===== src/sv/arll_pkg.sv =====
package arll_pkg;

   localparam int CAPACITY_DEF = 16;
   localparam int KEY_BITS_DEF = 32;
   localparam int QUEUE_DEPTH  = 2;

   typedef enum logic [2:0] {
      OP_ADD_FIRST = 3'd0,
      OP_ADD_LAST  = 3'd1,
      OP_ADD_AFTER = 3'd2,
      OP_DEL_FIRST = 3'd3,
      OP_DEL_LAST  = 3'd4,
      OP_DEL_AFTER = 3'd5,
      OP_CLEAR     = 3'd6,
      OP_FIND      = 3'd7
   } op_type;

   typedef enum logic [2:0] {
      ST_OK       = 3'd0,
      ST_FULL     = 3'd1,
      ST_EMPTY    = 3'd2,
      ST_BADSLOT  = 3'd3,
      ST_NOTFOUND = 3'd4
   } status_type;

   typedef enum logic [3:0] {
      S_IDLE,
      S_DECODE,
      S_WALK,
      S_INS_A,
      S_INS_B,
      S_ADD_FRONT,
      S_DEL_FRONT,
      S_DA_CHECK,
      S_RM_B,
      S_FIND,
      S_RESP
   } state_type;

   typedef struct packed {
      logic [2:0]  op;
      logic [31:0] key;
      logic [3:0]  prev_slot;
   } req_type;

   typedef struct packed {
      logic [2:0] status;
      logic [3:0] slot;
      logic [4:0] count;
   } rsp_type;

   typedef struct packed {
      op_type      op;
      logic [31:0] key;
      logic [3:0]  prev_slot;
   } cmd_type;

endpackage


===== src/sv/array_linked_list_engine_top.sv =====
// singly linked list kept in a slot array of CAPACITY entries: each request
// adds (first, last, after a slot), deletes (first, last, after a slot), clears
// or finds by key, and gives exactly one result with status, slot and count.
// adds take the lowest free slot. add last, delete last and find follow the
// links one per cycle through the key and link memories. requests queue two
// deep in front of the engine and one result waits in the output register, so
// both sides may stall independently
module array_linked_list_engine_top #(
   parameter int CAPACITY = arll_pkg::CAPACITY_DEF,
   parameter int KEY_BITS = arll_pkg::KEY_BITS_DEF
) (
   input  logic              clock,
   input  logic              reset,
   // request side
   input  logic              req_push,
   output logic              req_full,
   input  arll_pkg::req_type req_data,
   // result side
   output logic              rsp_empty,
   input  logic              rsp_pop,
   output arll_pkg::rsp_type rsp_data
);

   logic              cmd_valid, cmd_take;
   arll_pkg::cmd_type cmd;
   logic              res_valid, res_take;
   arll_pkg::rsp_type res;
   logic              out_valid_ff, out_valid_in;
   arll_pkg::rsp_type out_ff;

   // request queue and op decode
   arll_front u_front (
      .clock     (clock),
      .reset     (reset),
      .req_push  (req_push),
      .req_full  (req_full),
      .req_data  (req_data),
      .cmd_valid (cmd_valid),
      .cmd       (cmd),
      .cmd_take  (cmd_take)
   );

   // list engine: slot state, link walk and updates
   arll_back #(.CAPACITY(CAPACITY), .KEY_BITS(KEY_BITS)) u_back (
      .clock     (clock),
      .reset     (reset),
      .cmd_valid (cmd_valid),
      .cmd       (cmd),
      .cmd_take  (cmd_take),
      .res_valid (res_valid),
      .res       (res),
      .res_take  (res_take)
   );

   // output register, refilled in the cycle it is popped
   assign res_take  = !out_valid_ff || rsp_pop;
   assign rsp_empty = !out_valid_ff;
   assign rsp_data  = out_ff;

   always_comb begin
      out_valid_in = out_valid_ff;
      if (res_take) out_valid_in = res_valid;
   end

   always_ff @(posedge clock) begin
      if (reset) begin
         out_valid_ff <= 1'b0;
      end else begin
         out_valid_ff <= out_valid_in;
      end
      if (res_take && res_valid) begin
         out_ff <= res;
      end
   end

endmodule


===== src/sv/arll_ram.sv =====
module arll_ram #(
   parameter int WIDTH = 32,
   parameter int DEPTH = 16
) (
   input  logic                     clock,
   input  logic                     we,
   input  logic [$clog2(DEPTH)-1:0] waddr,
   input  logic [WIDTH-1:0]         wdata,
   input  logic [$clog2(DEPTH)-1:0] raddr,
   output logic [WIDTH-1:0]         rdata
);

   logic [WIDTH-1:0] mem [DEPTH];

   always_ff @(posedge clock) begin
      if (we) begin
         mem[waddr] <= wdata;
      end
      rdata <= mem[raddr];
   end

endmodule


===== src/sv/arll_front.sv =====
module arll_front (
   input  logic              clock,
   input  logic              reset,
   input  logic              req_push,
   output logic              req_full,
   input  arll_pkg::req_type req_data,
   output logic              cmd_valid,
   output arll_pkg::cmd_type cmd,
   input  logic              cmd_take
);

   localparam int PW = (arll_pkg::QUEUE_DEPTH > 1) ? $clog2(arll_pkg::QUEUE_DEPTH) : 1;
   localparam int CW = $clog2(arll_pkg::QUEUE_DEPTH + 1);

   arll_pkg::cmd_type q_ff [arll_pkg::QUEUE_DEPTH];
   logic [PW-1:0] wr_ff, wr_in, rd_ff, rd_in;
   logic [CW-1:0] cnt_ff, cnt_in;
   logic          push_ok, pop_ok;
   arll_pkg::cmd_type classified;

   // request op decoded into the command code
   always_comb begin
      classified.op        = arll_pkg::op_type'(req_data.op);
      classified.key       = req_data.key;
      classified.prev_slot = req_data.prev_slot;
   end

   assign req_full  = (cnt_ff == CW'(arll_pkg::QUEUE_DEPTH));
   assign cmd_valid = (cnt_ff != '0);
   assign cmd       = q_ff[rd_ff];
   assign push_ok   = req_push && !req_full;
   assign pop_ok    = cmd_take && cmd_valid;

   always_comb begin
      wr_in  = wr_ff;
      rd_in  = rd_ff;
      cnt_in = cnt_ff;
      if (push_ok) begin
         wr_in = (wr_ff == PW'(arll_pkg::QUEUE_DEPTH - 1)) ? '0 : wr_ff + 1'b1;
      end
      if (pop_ok) begin
         rd_in = (rd_ff == PW'(arll_pkg::QUEUE_DEPTH - 1)) ? '0 : rd_ff + 1'b1;
      end
      if (push_ok && !pop_ok) begin
         cnt_in = cnt_ff + 1'b1;
      end else if (pop_ok && !push_ok) begin
         cnt_in = cnt_ff - 1'b1;
      end
   end

   always_ff @(posedge clock) begin
      if (reset) begin
         wr_ff  <= '0;
         rd_ff  <= '0;
         cnt_ff <= '0;
      end else begin
         wr_ff  <= wr_in;
         rd_ff  <= rd_in;
         cnt_ff <= cnt_in;
      end
      if (push_ok) begin
         q_ff[wr_ff] <= classified;
      end
   end

endmodule


===== src/sv/arll_back.sv =====
module arll_back #(
   parameter int CAPACITY = arll_pkg::CAPACITY_DEF,
   parameter int KEY_BITS = arll_pkg::KEY_BITS_DEF
) (
   input  logic              clock,
   input  logic              reset,
   input  logic              cmd_valid,
   input  arll_pkg::cmd_type cmd,
   output logic              cmd_take,
   output logic              res_valid,
   output arll_pkg::rsp_type res,
   input  logic              res_take
);

   localparam int SW = $clog2(CAPACITY);
   localparam int CW = $clog2(CAPACITY + 1);

   arll_pkg::state_type  state_ff, state_in;
   arll_pkg::op_type     op_ff, op_in;
   logic [KEY_BITS-1:0]  key_ff, key_in;
   logic [3:0]           prev4_ff, prev4_in;
   logic [SW-1:0]        head_ff, head_in;
   logic [CW-1:0]        entries_ff, entries_in;
   logic [CAPACITY-1:0]  used_ff, used_in, tail_ff, tail_in;
   logic [SW-1:0]        cur_ff, cur_in, prv_ff, prv_in, tgt_ff, tgt_in;
   logic [SW-1:0]        victim_ff, victim_in;
   logic [CW-1:0]        cnt_ff, cnt_in;
   arll_pkg::status_type status_ff, status_in;
   logic [SW-1:0]        slot_ff, slot_in;
   logic [SW-1:0]        free_ff, free_in;
   logic                 any_free_ff, any_free_in;

   logic [SW-1:0]        rd_addr;
   logic [KEY_BITS-1:0]  key_q;
   logic [SW-1:0]        next_q;
   logic                 key_we, next_we;
   logic [SW-1:0]        key_waddr, next_waddr, next_wdata;

   logic                 full, empty, prev_ok, nx_in_range, nx_ok;
   logic                 walk_stop, del_last_front, find_hit, find_miss;
   logic [SW+3:0]        prev_ext;
   logic [SW-1:0]        prev_idx;
   logic [KEY_BITS+31:0] key_ext;
   logic [SW+3:0]        slot_ext;
   logic [CW+4:0]        count_ext;

   arll_ram #(.WIDTH(KEY_BITS), .DEPTH(CAPACITY)) u_keys (
      .clock (clock),
      .we    (key_we),
      .waddr (key_waddr),
      .wdata (key_ff),
      .raddr (rd_addr),
      .rdata (key_q)
   );

   arll_ram #(.WIDTH(SW), .DEPTH(CAPACITY)) u_links (
      .clock (clock),
      .we    (next_we),
      .waddr (next_waddr),
      .wdata (next_wdata),
      .raddr (rd_addr),
      .rdata (next_q)
   );

   // lowest free slot, registered from the used marks
   always_comb begin
      free_in     = '0;
      any_free_in = 1'b0;
      for (int i = CAPACITY - 1; i >= 0; i--) begin
         if (!used_ff[i]) begin
            free_in     = SW'(i);
            any_free_in = 1'b1;
         end
      end
   end

   always_comb begin
      key_ext        = {{KEY_BITS{1'b0}}, cmd.key};
      prev_ext       = {{SW{1'b0}}, prev4_ff};
      prev_idx       = prev_ext[SW-1:0];
      full           = !any_free_ff || (entries_ff >= CW'(CAPACITY));
      empty          = (entries_ff == '0);
      prev_ok        = (prev_ext < (SW+4)'(CAPACITY)) && used_ff[prev_idx];
      nx_in_range    = ({1'b0, next_q} < (SW+1)'(CAPACITY));
      nx_ok          = nx_in_range && used_ff[next_q];
      walk_stop      = (cnt_ff == CW'(CAPACITY)) || tail_ff[cur_ff] || !nx_ok;
      del_last_front = (entries_ff == CW'(1)) || (cur_ff == head_ff);
      find_hit       = (key_q == key_ff);
      find_miss      = (cnt_ff == CW'(CAPACITY)) || !used_ff[cur_ff];
   end

   // next state
   always_comb begin
      state_in = state_ff;
      unique case (state_ff)
         arll_pkg::S_IDLE: begin
            if (cmd_valid) state_in = arll_pkg::S_DECODE;
         end
         arll_pkg::S_DECODE: begin
            unique case (op_ff)
               arll_pkg::OP_ADD_FIRST:
                  state_in = full ? arll_pkg::S_RESP : arll_pkg::S_ADD_FRONT;
               arll_pkg::OP_ADD_LAST:
                  state_in = full ? arll_pkg::S_RESP :
                             empty ? arll_pkg::S_ADD_FRONT : arll_pkg::S_WALK;
               arll_pkg::OP_ADD_AFTER:
                  state_in = (full || !prev_ok) ? arll_pkg::S_RESP : arll_pkg::S_INS_A;
               arll_pkg::OP_DEL_FIRST:
                  state_in = empty ? arll_pkg::S_RESP : arll_pkg::S_DEL_FRONT;
               arll_pkg::OP_DEL_LAST:
                  state_in = empty ? arll_pkg::S_RESP : arll_pkg::S_WALK;
               arll_pkg::OP_DEL_AFTER:
                  state_in = (!prev_ok || tail_ff[prev_idx]) ? arll_pkg::S_RESP :
                             arll_pkg::S_DA_CHECK;
               arll_pkg::OP_CLEAR:
                  state_in = arll_pkg::S_RESP;
               arll_pkg::OP_FIND:
                  state_in = empty ? arll_pkg::S_RESP : arll_pkg::S_FIND;
               default: state_in = arll_pkg::S_RESP;
            endcase
         end
         arll_pkg::S_WALK: begin
            if (walk_stop) begin
               if (op_ff == arll_pkg::OP_ADD_LAST) state_in = arll_pkg::S_INS_A;
               else if (del_last_front)            state_in = arll_pkg::S_DEL_FRONT;
               else                                state_in = arll_pkg::S_RM_B;
            end
         end
         arll_pkg::S_INS_A:     state_in = arll_pkg::S_INS_B;
         arll_pkg::S_INS_B:     state_in = arll_pkg::S_RESP;
         arll_pkg::S_ADD_FRONT: state_in = arll_pkg::S_RESP;
         arll_pkg::S_DEL_FRONT: state_in = arll_pkg::S_RESP;
         arll_pkg::S_DA_CHECK:  state_in = nx_ok ? arll_pkg::S_RM_B : arll_pkg::S_RESP;
         arll_pkg::S_RM_B:      state_in = arll_pkg::S_RESP;
         arll_pkg::S_FIND: begin
            priority if (find_miss)                              state_in = arll_pkg::S_RESP;
            else if (find_hit)                                   state_in = arll_pkg::S_RESP;
            else if (tail_ff[cur_ff] || !nx_in_range)            state_in = arll_pkg::S_RESP;
            else                                                 state_in = arll_pkg::S_FIND;
         end
         arll_pkg::S_RESP: begin
            if (res_take) state_in = arll_pkg::S_IDLE;
         end
         default: state_in = arll_pkg::S_IDLE;
      endcase
   end

   // outputs and datapath
   always_comb begin
      op_in      = op_ff;
      key_in     = key_ff;
      prev4_in   = prev4_ff;
      head_in    = head_ff;
      entries_in = entries_ff;
      used_in    = used_ff;
      tail_in    = tail_ff;
      cur_in     = cur_ff;
      prv_in     = prv_ff;
      tgt_in     = tgt_ff;
      victim_in  = victim_ff;
      cnt_in     = cnt_ff;
      status_in  = status_ff;
      slot_in    = slot_ff;
      rd_addr    = '0;
      key_we     = 1'b0;
      key_waddr  = free_ff;
      next_we    = 1'b0;
      next_waddr = free_ff;
      next_wdata = '0;
      cmd_take   = 1'b0;
      unique case (state_ff)
         arll_pkg::S_IDLE: begin
            cmd_take = 1'b1;
            op_in    = cmd.op;
            key_in   = key_ext[KEY_BITS-1:0];
            prev4_in = cmd.prev_slot;
         end
         arll_pkg::S_DECODE: begin
            cnt_in    = '0;
            cur_in    = head_ff;
            prv_in    = head_ff;
            tgt_in    = prev_idx;
            slot_in   = '0;
            status_in = arll_pkg::ST_OK;
            unique case (op_ff)
               arll_pkg::OP_ADD_FIRST: begin
                  if (full) status_in = arll_pkg::ST_FULL;
               end
               arll_pkg::OP_ADD_LAST: begin
                  if (full) status_in = arll_pkg::ST_FULL;
                  rd_addr = head_ff;
               end
               arll_pkg::OP_ADD_AFTER: begin
                  if (full)          status_in = arll_pkg::ST_FULL;
                  else if (!prev_ok) status_in = arll_pkg::ST_BADSLOT;
                  rd_addr = prev_idx;
               end
               arll_pkg::OP_DEL_FIRST, arll_pkg::OP_DEL_LAST, arll_pkg::OP_FIND: begin
                  if (empty) status_in = arll_pkg::ST_EMPTY;
                  rd_addr = head_ff;
               end
               arll_pkg::OP_DEL_AFTER: begin
                  if (!prev_ok || tail_ff[prev_idx]) status_in = arll_pkg::ST_BADSLOT;
                  rd_addr = prev_idx;
               end
               arll_pkg::OP_CLEAR: begin
                  used_in    = '0;
                  tail_in    = '0;
                  head_in    = '0;
                  entries_in = '0;
               end
               default: status_in = arll_pkg::ST_OK;
            endcase
         end
         arll_pkg::S_WALK: begin
            if (!walk_stop) begin
               prv_in  = cur_ff;
               cur_in  = next_q;
               cnt_in  = cnt_ff + 1'b1;
               rd_addr = next_q;
            end else if (op_ff == arll_pkg::OP_ADD_LAST) begin
               tgt_in  = cur_ff;
               rd_addr = cur_ff;
            end else if (del_last_front) begin
               rd_addr = head_ff;
            end else begin
               tgt_in    = prv_ff;
               victim_in = cur_ff;
               rd_addr   = cur_ff;
            end
         end
         arll_pkg::S_INS_A: begin
            victim_in         = free_ff;
            key_we            = 1'b1;
            next_we           = 1'b1;
            next_wdata        = next_q;
            used_in[free_ff]  = 1'b1;
            tail_in[free_ff]  = tail_ff[tgt_ff];
            tail_in[tgt_ff]   = 1'b0;
         end
         arll_pkg::S_INS_B: begin
            next_we    = 1'b1;
            next_waddr = tgt_ff;
            next_wdata = victim_ff;
            entries_in = entries_ff + 1'b1;
            status_in  = arll_pkg::ST_OK;
            slot_in    = victim_ff;
         end
         arll_pkg::S_ADD_FRONT: begin
            key_we           = 1'b1;
            next_we          = 1'b1;
            next_wdata       = empty ? '0 : head_ff;
            used_in[free_ff] = 1'b1;
            tail_in[free_ff] = empty;
            head_in          = free_ff;
            entries_in       = entries_ff + 1'b1;
            status_in        = arll_pkg::ST_OK;
            slot_in          = free_ff;
         end
         arll_pkg::S_DEL_FRONT: begin
            head_in = ((entries_ff <= CW'(1)) || tail_ff[head_ff]) ? '0 : next_q;
            used_in[head_ff] = 1'b0;
            tail_in[head_ff] = 1'b0;
            entries_in       = entries_ff - 1'b1;
            status_in        = arll_pkg::ST_OK;
            slot_in          = head_ff;
         end
         arll_pkg::S_DA_CHECK: begin
            if (nx_ok) begin
               victim_in = next_q;
               rd_addr   = next_q;
            end else begin
               status_in = arll_pkg::ST_BADSLOT;
            end
         end
         arll_pkg::S_RM_B: begin
            tail_in[tgt_ff]    = tail_ff[victim_ff];
            tail_in[victim_ff] = 1'b0;
            used_in[victim_ff] = 1'b0;
            next_we            = 1'b1;
            next_waddr         = tgt_ff;
            next_wdata         = next_q;
            entries_in         = entries_ff - 1'b1;
            status_in          = arll_pkg::ST_OK;
            slot_in            = victim_ff;
         end
         arll_pkg::S_FIND: begin
            priority if (find_miss) begin
               status_in = arll_pkg::ST_NOTFOUND;
            end else if (find_hit) begin
               status_in = arll_pkg::ST_OK;
               slot_in   = cur_ff;
            end else if (tail_ff[cur_ff] || !nx_in_range) begin
               status_in = arll_pkg::ST_NOTFOUND;
            end else begin
               cur_in  = next_q;
               cnt_in  = cnt_ff + 1'b1;
               rd_addr = next_q;
            end
         end
         arll_pkg::S_RESP: begin
            status_in = status_ff;
         end
         default: status_in = status_ff;
      endcase
   end

   always_comb begin
      slot_ext   = {4'b0, slot_ff};
      count_ext  = {5'b0, entries_ff};
      res_valid  = (state_ff == arll_pkg::S_RESP);
      res.status = status_ff;
      res.slot   = slot_ext[3:0];
      res.count  = count_ext[4:0];
   end

   always_ff @(posedge clock) begin
      if (reset) begin
         state_ff    <= arll_pkg::S_IDLE;
         head_ff     <= '0;
         entries_ff  <= '0;
         used_ff     <= '0;
         tail_ff     <= '0;
         free_ff     <= '0;
         any_free_ff <= 1'b1;
      end else begin
         state_ff    <= state_in;
         head_ff     <= head_in;
         entries_ff  <= entries_in;
         used_ff     <= used_in;
         tail_ff     <= tail_in;
         free_ff     <= free_in;
         any_free_ff <= any_free_in;
      end
      op_ff     <= op_in;
      key_ff    <= key_in;
      prev4_ff  <= prev4_in;
      cur_ff    <= cur_in;
      prv_ff    <= prv_in;
      tgt_ff    <= tgt_in;
      victim_ff <= victim_in;
      cnt_ff    <= cnt_in;
      status_ff <= status_in;
      slot_ff   <= slot_in;
   end

endmodule

===== config.mk =====
export PLATFORM = sky130hd
export DESIGN_NAME = array_linked_list_engine_top
export DESIGN_NICKNAME = d
export VERILOG_FILES = /design/src/sv/arll_pkg.sv /design/src/sv/array_linked_list_engine_top.sv /design/src/sv/arll_ram.sv /design/src/sv/arll_front.sv /design/src/sv/arll_back.sv
export SDC_FILE = /design/constraint.sdc
export NUM_CORES = 1
export LEC_CHECK = 0
export BUFFER_PORTS_ARGS = -buffer_cell sky130_fd_sc_hd__buf_2
export CAP_MARGIN = 20
export CORE_MARGIN = 2
export CORE_UTILIZATION = 38
export DETAILED_ROUTE_END_ITERATION = 10
export HOLD_SLACK_MARGIN = 0.03
export PLACE_DENSITY = 0.63
export SKIP_CTS_REPAIR_TIMING = 1
export SYNTH_ARGS = -nofsm -noshare
export SYNTH_HDL_FRONTEND = slang
export SYNTH_SLANG_ARGS = --single-unit

===== constraint.sdc =====
create_clock -name clock -period 8.11 [get_ports clock]
set_input_delay 1.622 -clock clock [delete_from_list [all_inputs] [get_ports clock]]
set_output_delay 1.622 -clock clock [all_outputs]
set_load 0.1 [all_outputs]

== After elaboration in Yosys (flattened, before gate mapping) ==
Memory sizes are Yosys's and may differ from the RTL's. A register that Yosys moved wholly into a read port is not among the register bits.
Cells that the tools add are included.
Word-level totals
  memory bits (writable): 654
  output and inout bits: 14
  register bits after elaboration: 95
  memories kept: 3
  logic and storage cells: 305
  input bits: 43
Cells by class
  reductions and logical operators: 67
  add/subtract/negate cells: 7
  muxes and demuxes: 130
  eq/ne operators: 37
  bitwise operators: 24
  $lt $le $gt $ge: 13
Memories
  u_back.u_keys.mem: words 16, width 32, rd ports 1, clocked after memory_dff 1, wr ports 1, RTL line arll_ram.sv:13  | logic [WIDTH-1:0] mem [DEPTH];
  u_front.q_ff: words 2, width 39, rd ports 1, clocked after memory_dff 1, wr ports 1, RTL line arll_front.sv:15  | arll_pkg::cmd_type q_ff [arll_pkg::QUEUE_DEPTH];
  u_back.u_links.mem: words 16, width 4, rd ports 1, clocked after memory_dff 1, wr ports 1, RTL line arll_ram.sv:13
Operators by type and width (number)
  $mux 4: 46
  $and 16x16->16: 5
  $pmux 16 s5: 1
  $pmux 16 s4: 1
  $pmux 4 s8: 2
  $bwmux 16: 3
  $not 16->16: 3
  $pmux 4 s3: 4
  $lt 4x5->1 const B: 7
  $bmux 1 s4: 8
  $eq 32x32->1: 1
  $mux 3: 10
  $pmux 5 s3: 2
  $mux 1: 26
  $mux 5: 5
  $pmux 3 s4: 2
  $pmux 4 s2: 3
  $mux 2: 10
  $pmux 4 s5: 1
  $ne 2x2->1 const B: 9
  $demux 1 s4: 4
  $eq 4x3->1 const B: 4
  $ge 4x1->1 const B: 4
  $mux 16: 1
  other kinds (42): 116

== Longest topological paths before layout ==
Gate-level depths: netlist (run 1).
  depth in word-level cells: 15
  gate-level depth with buffers: 14
  depth with buffers taken out: 11

== Hierarchy ==
From an unflattened synthesis (run 1), not the netlist that was laid out.
Unflattened totals
  cells, all modules: 1997
  area, all modules: 33976.3 um^2
Modules (own cells, without submodules)
  arll_ram at u_back.u_keys: times used 1, area each 19835.3 um^2, cells each 838, sequential area each 16015.4 um^2
  arll_back: times used 1, area each 8027.7 um^2, cells each 865, sequential area each 3012.9 um^2
  arll_front: times used 1, area each 3027.9 um^2, cells each 146, sequential area each 2442.3 um^2
  arll_ram at u_back.u_links: times used 1, area each 2666.3 um^2, cells each 130, sequential area each 2001.9 um^2
  array_linked_list_engine_top: times used 1, area each 419.2 um^2, cells each 18, sequential area each 380.4 um^2

== Least setup slack after synthesis (run 1) ==
Ideal clock, no wire load.
  kind: register -> register
  from: register u_back.state_ff[3]
  to: register u_front.cnt_ff[1]
  path buffers: 2
  arrival: 5.413 ns
  data required time: 8.040 ns
  library setup time: 0.070 ns
  cell stages (with the launch flop): 10
  clock period less this slack: 5.483 ns
  slack: 2.627 ns
  cells stage by stage: dfxtp_1 > clkbuf_1 > or2_2 > clkbuf_1 > nor3_1 > o21ai_0 > ha_1 > xor2_1 > or3_1 > a21oi_1
On the way
  longest elaborated chain between the ends: 6
  elaborated cells on any way between the ends: 8
  those cells by class: mux (2); reduce/logical (6)
Ends and longest elaborated chain
  start: declaration: RTL line arll_back.sv:18  | arll_pkg::state_type state_ff, state_in;
  start signal: assignment: RTL line arll_back.sv:319  | state_ff <= arll_pkg::S_IDLE;
  start signal: assignment: RTL line arll_back.sv:327  | state_ff <= state_in;
  $logic_not 4->1 (*): RTL line arll_back.sv:171  | unique case (state_ff)
  $mux 1 (*): RTL line arll_back.sv:171
  $logic_and 1x1->1 (*): RTL line arll_front.sv:32  | assign pop_ok = cmd_take && cmd_valid;
  $logic_not 1->1: RTL line arll_front.sv:44  | if (push_ok && !pop_ok) begin
  $logic_and 1x1->1: RTL line arll_front.sv:44
  $mux 2 or $reduce_bool 2->1 (tied branches)
  end signal: assignment: RTL line arll_front.sv:59  | cnt_ff <= cnt_in;
  end: declaration: RTL line arll_front.sv:17  | logic [CW-1:0] cnt_ff, cnt_in;
Every way passes the cells marked *; elsewhere a longest branch is shown, timed or not.
A chain may end at the register's enable or synchronous reset.

== Final worst setup path (run 1) ==
  from: register u_back.key_ff[31]
  to: register u_back.u_keys.rdata[4] (read register of u_back.u_keys.mem)
On the way
  longest elaborated chain between the ends: 4
Ends and longest elaborated chain
  start: declaration: RTL line arll_back.sv:20  | logic [KEY_BITS-1:0] key_ff, key_in;
  start signal: assignment: RTL line arll_back.sv:336  | key_ff <= key_in;
  $eq 32x32->1: RTL line arll_back.sv:88  | find_hit = (key_q == key_ff);
  $mux 4: RTL line arll_back.sv:290  | end else if (find_hit) begin
  $mux 4: RTL line arll_back.sv:288  | priority if (find_miss) begin
  $pmux 4 s4: RTL line arll_back.sv:171
  end: declaration: RTL line arll_ram.sv:10  | output logic [WIDTH-1:0] rdata
Every way passes these cells.

==> impl_metrics.csv, run 1 <==
group,metric,value,unit
status,status,"finished, final reports clean",
timing,worstMarginPinSlew,1.15,ns
timing,finalClockSkew,0.0517,ns
worst_setup_path,cp.arrival,6.00,ns
placement,pre_cts_ws,2.70,ns
pwr,vdd_drop_max,0.000202,V
clock_tree,clkTransAtPathRegs,0.06,ns
worst_setup_path,critPathCaptureType,"flop",
clock_tree,htree_levels,3,
pwr,p_leak,12.2,nW
cells_and_area,mostFrequentLayoutCell,"edfxtp_1",
timing,setup-violations-final,0,
route,vias_per_cell,6.24,
clock_tree,cts_tree,"built",
synth,syn_inst,2632,
global_route,grt_max_degree,101,
placement,dp.final_hpwl,57.8,mm
synth,synth_seq_cells,824,
route,vias,24502,
placement,gp_congestion,0.912,
route,ant_nets,0,
synth,syn_nets,2682,
global_route,grt_remaining_overflow,0,
worst_setup_path,critical_path_class,"flop to flop",
route,drc,0,
placement,port_buffers,56,
route,wirelength,104,mm
global_route,antenna_found_initial,2,
synth,ys_warn_count,0,
clock_tree,cts.sinks,824,
synth,synthesis.area,0.0359,sq mm
synth,async_flop_share,0,%
timing,final.setup.tns,0,ns
floorplan,io_pins,57,
cells_and_area,multi_input_area,0.0111,sq mm
timing,hold_viol,0,
worst_setup_path,cp-startpoint,"u_back.key_ff[31]",
placement,post_dp_cell_area,0.0373,sq mm
cells_and_area,fill_cells,8337,
cells_and_area,seqCellArea,0.0238,sq mm
route,dr.pass1.iters,8,
floorplan,initial_core_util,38.4,%
hold_path,hold_path_startpoint,"u_back.slot_ff[2]",
global_route,grt_pass1_wl,156,mm
timing,fmax,182,MHz
floorplan,die_h,311,microns
timing,relSlewSlack,22.5,%
floorplan,core_area,0.0935,sq mm
cells_and_area,diodes,0,
clock_tree,cts_buffers,85,
timing,finalMaxSlewViolations,0,
timing,setup_slack,2.62,ns
pwr,power_density,350,mW/mm^2
synth,yosysUniqueCellTypes,79,
pwr,switching_share,35.2,%
pwr,p_clk_share,28.7,%
worst_setup_path,startpoint_type,"flop",
synth,yosysSeqAreaShare,66.4,%
clock_tree,cts-root-buf,"clkbuf_16",
floorplan,die_x,311,microns
synth,synth-main-ff-cell,"edfxtp_1",
timing,min_period,5.49,ns
worst_setup_path,timing.rr.start,"u_back.key_ff[31]",
clock_tree,clk_path_buf_depth,3,
pwr,p_sw,0.00497,W
run,cap_viol_max_count,0,
cells_and_area,syn2layout_area_growth,12.2,%
synth,syn_area_per_cell,13.6,sq um
timing,fin_crit_sh,67.7,%
pwr,combPwrFrac,25.9,%
pwr,intPower,0.00914,W
pwr,pwr-share-seq,45.4,%
worst_setup_path,cp_max_fo,100,
global_route,grt_pass1_vias,24492,
worst_setup_path,critPathRequiredTime,8.62,ns
route,wl_per_cell,26.6,microns
floorplan,rows,112,
global_route,grt_usage,21.1,%
cells_and_area,fin_area,0.0403,sq mm
cells_and_area,drive_above_1_share,15.9,%
floorplan,dieArea,0.0970,sq mm
hold_path,hp-class,"flop to flop",
timing,rsz0062_at_grt,"false",
clock_tree,insertion_delay,0.68,ns
synth,synth_edf_count,733,
cells_and_area,final_cell_mix,"edfxtp_1, nand2_1, o211ai_1",
cells_and_area,layout.nets,2651,
route,drt-initial-drc-count,3143,
==> state kept, by name (all words and copies together), names as in the netlist, 5 cells and up <==
signal	count
u_back.u_keys.mem	512
u_front.q_ff	78
u_back.u_links.mem	64
u_back.key_ff	32
u_back.u_keys.rdata	32
u_back.tail_ff	16
u_back.used_ff	16
rsp_data	12
u_back.cnt_ff	5
u_back.entries_ff	5
==> cells in the mapped netlist (all sizes together), types with 3 or more instances <==
master     n  share of area, %
nand2    296               3.1
ha         7              0.24
a311oi    16              0.39
o22ai      4             0.087
mux2      82               2.6
or4        3             0.063
a31oi     14              0.24
a22o       7              0.17
dfxtp     91               5.1
o21ai    101               1.5
nor3      37              0.58
nand4     12              0.21
a221o     10              0.28
mux2i     21              0.59
buf       73               1.2
o211ai   236               5.1
xnor2     39              0.95
and3       4             0.070
clkbuf   160               1.7
and2       9              0.16
mux4      34               2.1
nor2     115               1.2
a32o      71               2.0
nor2b      9              0.16
xor2       6              0.15
inv       21              0.22
a2111oi  144               3.5
a221oi     7              0.17
o21a       3             0.063
a21oi    118               1.7
nand2b    18              0.31
a22oi     23              0.48
a222oi     8              0.22
nor4       6              0.10
or2        8              0.14
edfxtp   733                61
a21boi     6              0.14
a211oi     3             0.063
nand3     11              0.15
o221ai    39              0.97
==> logic make-up after synthesis <==
logic type	Yosys count	synth area share, %
compound gates	830	17.5
xor+xnor	45	1.10
fa+ha+maj	7	0.244
buf+inv	255	3.10
flops	824	66.4
mux	137	5.29
simple gates	534	6.38
==> stage by stage <==
stage                     utilization (%)  hold WS, ns  power, W  cells
after global placement               39.9        0.418   0.00992   3766
after detailed placement             39.9        0.415    0.0100   3766
after floorplan                         -        0.400   0.00865   2632
final                                43.1        0.427    0.0141   3928
after CTS                            43.1        0.433    0.0141   3926
after global routing                 43.1        0.446    0.0147   3928
==> area by class of cell <==
class / count / share of cell area (%)
Tap cell: 1254 / 3.89
Timing Repair Buffer: 115 / 1.88
Clock buffer: 112 / 5.91
Sequential cell: 824 / 59.1
Inverter: 22 / 0.208
Multi-Input combinational cell: 1553 / 27.6
Clock inverter: 48 / 1.40
==> power by group through the flow <==
stage	logic (W)	registers, W	clock network, W
after floorplan	0.00261	0.00604	0
after global placement	0.00351	0.00641	0
after detailed placement	0.00359	0.00645	0
after CTS	0.00361	0.00637	0.00410
after global routing	0.00392	0.00647	0.00427
final	0.00366	0.00641	0.00404
==> worst max-delay path, cell delays in order (launching register included) <==
cell       delay, ns
edfxtp_1        0.60
xnor2_1         0.35
nand4_1         0.28
nor4_1          0.79
a21oi_1         0.33
a21bo_4         0.53
a21oi_4         0.75
buf_12          0.45
mux2_2          0.40
a2111oi_0       0.47
o221ai_1        0.22
==> layer usage <==
metal | vias up | global-route usage (%) | routed length [microns]
li1 | 10516 | - | -
met1 | 12394 | 28.2 | 42400
met2 | 1342 | 33.8 | 49000
met3 | 246 | 3.65 | 9290
met4 | 4 | 8.75 | 3720
met5 | - | 0 | 20
==> worst paths after layout <==
kind	end	slack, ns	depth (start not counted)
setup / recovery	u_back.u_keys.rdata[4]	2.62	10
hold / removal	rsp_data[7]	0.43	0
setup reg to reg	u_back.u_keys.rdata[4]	2.62	10
hold reg to reg	rsp_data[7]	0.43	0
Note: power is estimated with default switching activity, not from simulation.
==> run 2: changes to the inputs <==
Settings changed: ABC_AREA set to 1.
Clock period 8.11 ns to 5.35 ns, I/O delays scaled along.
==> impl_metrics.csv, run 2 <==
group,metric,value,unit
cells_and_area,multi_input_area,0.0109,sq mm
placement,pre_cts_ws,1.22,ns
synth,synthTopCellsByArea,"edfxtp_1, nand3_1, nand2_1, inv_1, dfxtp_1",
cells_and_area,regMostFlops,"u_back.u_keys.mem",
synth,synthesis.area,0.0375,sq mm
pwr,switching_share,36.1,%
timing,fin_crit_sh,77.4,%
timing,relSlewSlack,26.9,%
placement,gp_congestion,0.949,
timing,hold_viol,0,
synth,ys_warn_count,0,
clock_tree,cts_tree,"built",
synth,synth_seq_cells,824,
timing,min_period,4.14,ns
global_route,top_usage_layer,"met2",
clock_tree,clkTransAtPathRegs,0.06,ns
run,cap_viol_max_count,0,
synth,yosys-top-cells-count,"nand2_1, edfxtp_1, nand3_1",
cells_and_area,drive_above_1_share,7.43,%
worst_setup_path,crit_path_end,"u_back.u_links.rdata[0]",
timing,rsz0062_at_grt,"false",
cells_and_area,final_cell_mix,"nand2_1, edfxtp_1, nand3_1",
worst_setup_path,r2r_cells,16,
timing,fmax,241,MHz
route,wirelength,102,mm
pwr,power,0.0211,W
clock_tree,cts-root-buf,"clkbuf_16",
worst_setup_path,startpoint_type,"flop",
synth,async_flop_share,0,%
clock_tree,cts_buffers,84,
global_route,globalRouteMet3Util,2.80,%
pwr,p_leak,16.4,nW
placement,dp.final_hpwl,59.0,mm
worst_setup_path,critical_path_class,"flop to flop",
cells_and_area,layout.nets,3842,
worst_setup_path,cp_max_fo,79,
pwr,combPwrFrac,27.7,%
timing,setup_slack,1.21,ns
global_route,grt_remaining_overflow,0,
synth,syn_nets,3842,
clock_tree,clk_path_buf_depth,3,
global_route,grt_pass1_vias,25727,
pwr,p_sw,0.00762,W
floorplan,io_pins,57,
floorplan,die_h,318,microns
synth,yosys.area.top_type,"edfxtp_1",
timing,setup-violations-final,0,
route,ant_nets,0,
clock_tree,cts.sinks,824,
cells_and_area,seqCellArea,0.0238,sq mm
global_route,grt_pass1_wl,155,mm
worst_setup_path,critPathCaptureType,"flop",
floorplan,rows,115,
synth,yosys.area.top_type_share,58.7,%
route,vias,27383,
worst_setup_path,critPathRequiredTime,5.92,ns
pwr,pwr-share-seq,44.7,%
worst_setup_path,regToRegSetupSlack,1.21,ns
synth,yosysMostFrequentCell,"nand2_1",
cells_and_area,largest_reg_flops,512,
clock_tree,htree_levels,3,
timing,final.setup.tns,0,ns
worst_setup_path,reg2reg_to,"u_back.u_links.rdata[0]",
worst_setup_path,cp.arrival,4.72,ns
floorplan,initial_core_util,38.2,%
route,dr.pass1.iters,6,
cells_and_area,fill_cells,9365,
pwr,power_density,503,mW/mm^2
cells_and_area,top_regs,"u_back.u_keys.mem x512, u_front.q_ff x78, u_back.u_links.mem x64",
worst_setup_path,timing.rr.start,"u_back.key_ff[17]",
route,drt-initial-drc-count,3208,
floorplan,die_x,318,microns
cells_and_area,diodes,0,
route,drc,0,
placement,port_buffers,56,
global_route,grt_max_degree,148,
global_route,grt_usage,19.8,%
synth,yosysSeqAreaShare,63.6,%
global_route,antenna_found_initial,3,
synth,syn_inst,3792,
pwr,vdd_drop_max,0.000408,V
floorplan,core_area,0.0981,sq mm
global_route,globalRouteMet2Util,31.5,%
route,wl_per_cell,19.9,microns
timing,finalClockSkew,0.0283,ns
synth,synth-main-ff-cell,"edfxtp_1",
cells_and_area,post-route-util,42.8,%
pwr,intPower,0.0135,W
route,vias_per_cell,5.32,
synth,synth_edf_count,733,
global_route,use_met1,27.4,%
synth,yosysUniqueCellTypes,43,
pwr,p_clk_share,27.6,%
cells_and_area,syn2layout_area_growth,12.0,%
worst_setup_path,cp-startpoint,"u_back.key_ff[17]",
hold_path,hp-class,"flop to flop",
timing,worstMarginPinSlew,1.10,ns
floorplan,dieArea,0.101,sq mm
clock_tree,insertion_delay,0.66,ns
status,status,"finished, final reports clean",
synth,syn_area_per_cell,9.88,sq um
cells_and_area,mostFrequentLayoutCell,"nand2_1",
timing,finalMaxSlewViolations,0,
run 2: changes by cell type after synthesis, sizes merged, moves of 47 or more:
cell	change
a32o	-71
mux2	-82
nor2	+84
nand3b	+109
buf	+47
clkbuf	-87
nand3	+717
o211ai	-227
nand2	+471
a2111oi	-143
inv	+540
run 2: layout make-up:
cell class,count,area share (%)
Tap cell,1287,3.84
Sequential cell,824,56.8
Multi-Input combinational cell,2212,25.9
Clock inverter,42,1.06
Inverter,563,5.06
Clock buffer,113,5.49
Timing Repair Buffer,107,1.88
run 2: worst min-delay path by stage:
stage | slack, ns | depth (start not counted) | startpoint | endpoint
CTS | 0.43 | 0 | u_back.status_ff[2] | rsp_data[11]
global route | 0.43 | 0 | u_back.status_ff[2] | rsp_data[11]
global placement | 0.40 | 0 | u_back.status_ff[1] | rsp_data[10]
detailed placement | 0.41 | 0 | u_back.slot_ff[3] | rsp_data[8]
finish | 0.43 | 0 | u_back.status_ff[2] | rsp_data[11]
floorplan | 0.40 | 0 | u_back.status_ff[1] | rsp_data[10]
run 2: per-layer routing:
metal  wire, microns  up-vias
met4            3510        4
met3            8040      225
met5              30        -
met2           46900     1184
li1                -    12840
met1           44000    13130
run 2: metrics by stage:
| step | std cells | hold slack [ns] | cell area (sq um) |
|---|---|---|---|
| 2_1_floorplan | 3792 | 0.400 | 37500 |
| 3_3_place_gp | 4989 | 0.405 | 39200 |
| 3_5_place_dp | 4991 | 0.413 | 39200 |
| 4_1_cts | 5146 | 0.432 | 41900 |
| 5_1_grt | 5148 | 0.434 | 42000 |
| 6_report | 5148 | 0.430 | 42000 |
run 2: power groups by stage:
stage | registers (W) | clock network (W) | logic (W)
after floorplan | 0.00910 | 0 | 0.00413
after global placement | 0.00952 | 0 | 0.00573
after detailed placement | 0.00954 | 0 | 0.00579
after CTS | 0.00942 | 0.00592 | 0.00582
after global routing | 0.00955 | 0.00617 | 0.00645
final | 0.00943 | 0.00583 | 0.00585
run 2: critical path, cell delays in order (launching register included):
cell and delay [ns]:
edfxtp_1 0.73, xnor2_1 0.19, nand2_1 0.09, nor2_1 0.23, nand2_1 0.18, nor2_1 0.24
nand2_1 0.16, nand3_2 0.18, nand3_2 0.19, nand2_8 0.35, nand2_8 0.41, buf_12 0.37
nand2_1 0.10, nand3_1 0.10, nand3_1 0.13, nand3_1 0.14, nand2_1 0.18
run 2: cells by family after synthesis:
logic type	count (synthesis)	share of synthesized area (%)
simple gates	1844	22.4
flops	824	63.6
buf+inv	756	8.03
compound gates	324	4.91
xor+xnor	37	0.865
fa+ha+maj	7	0.234
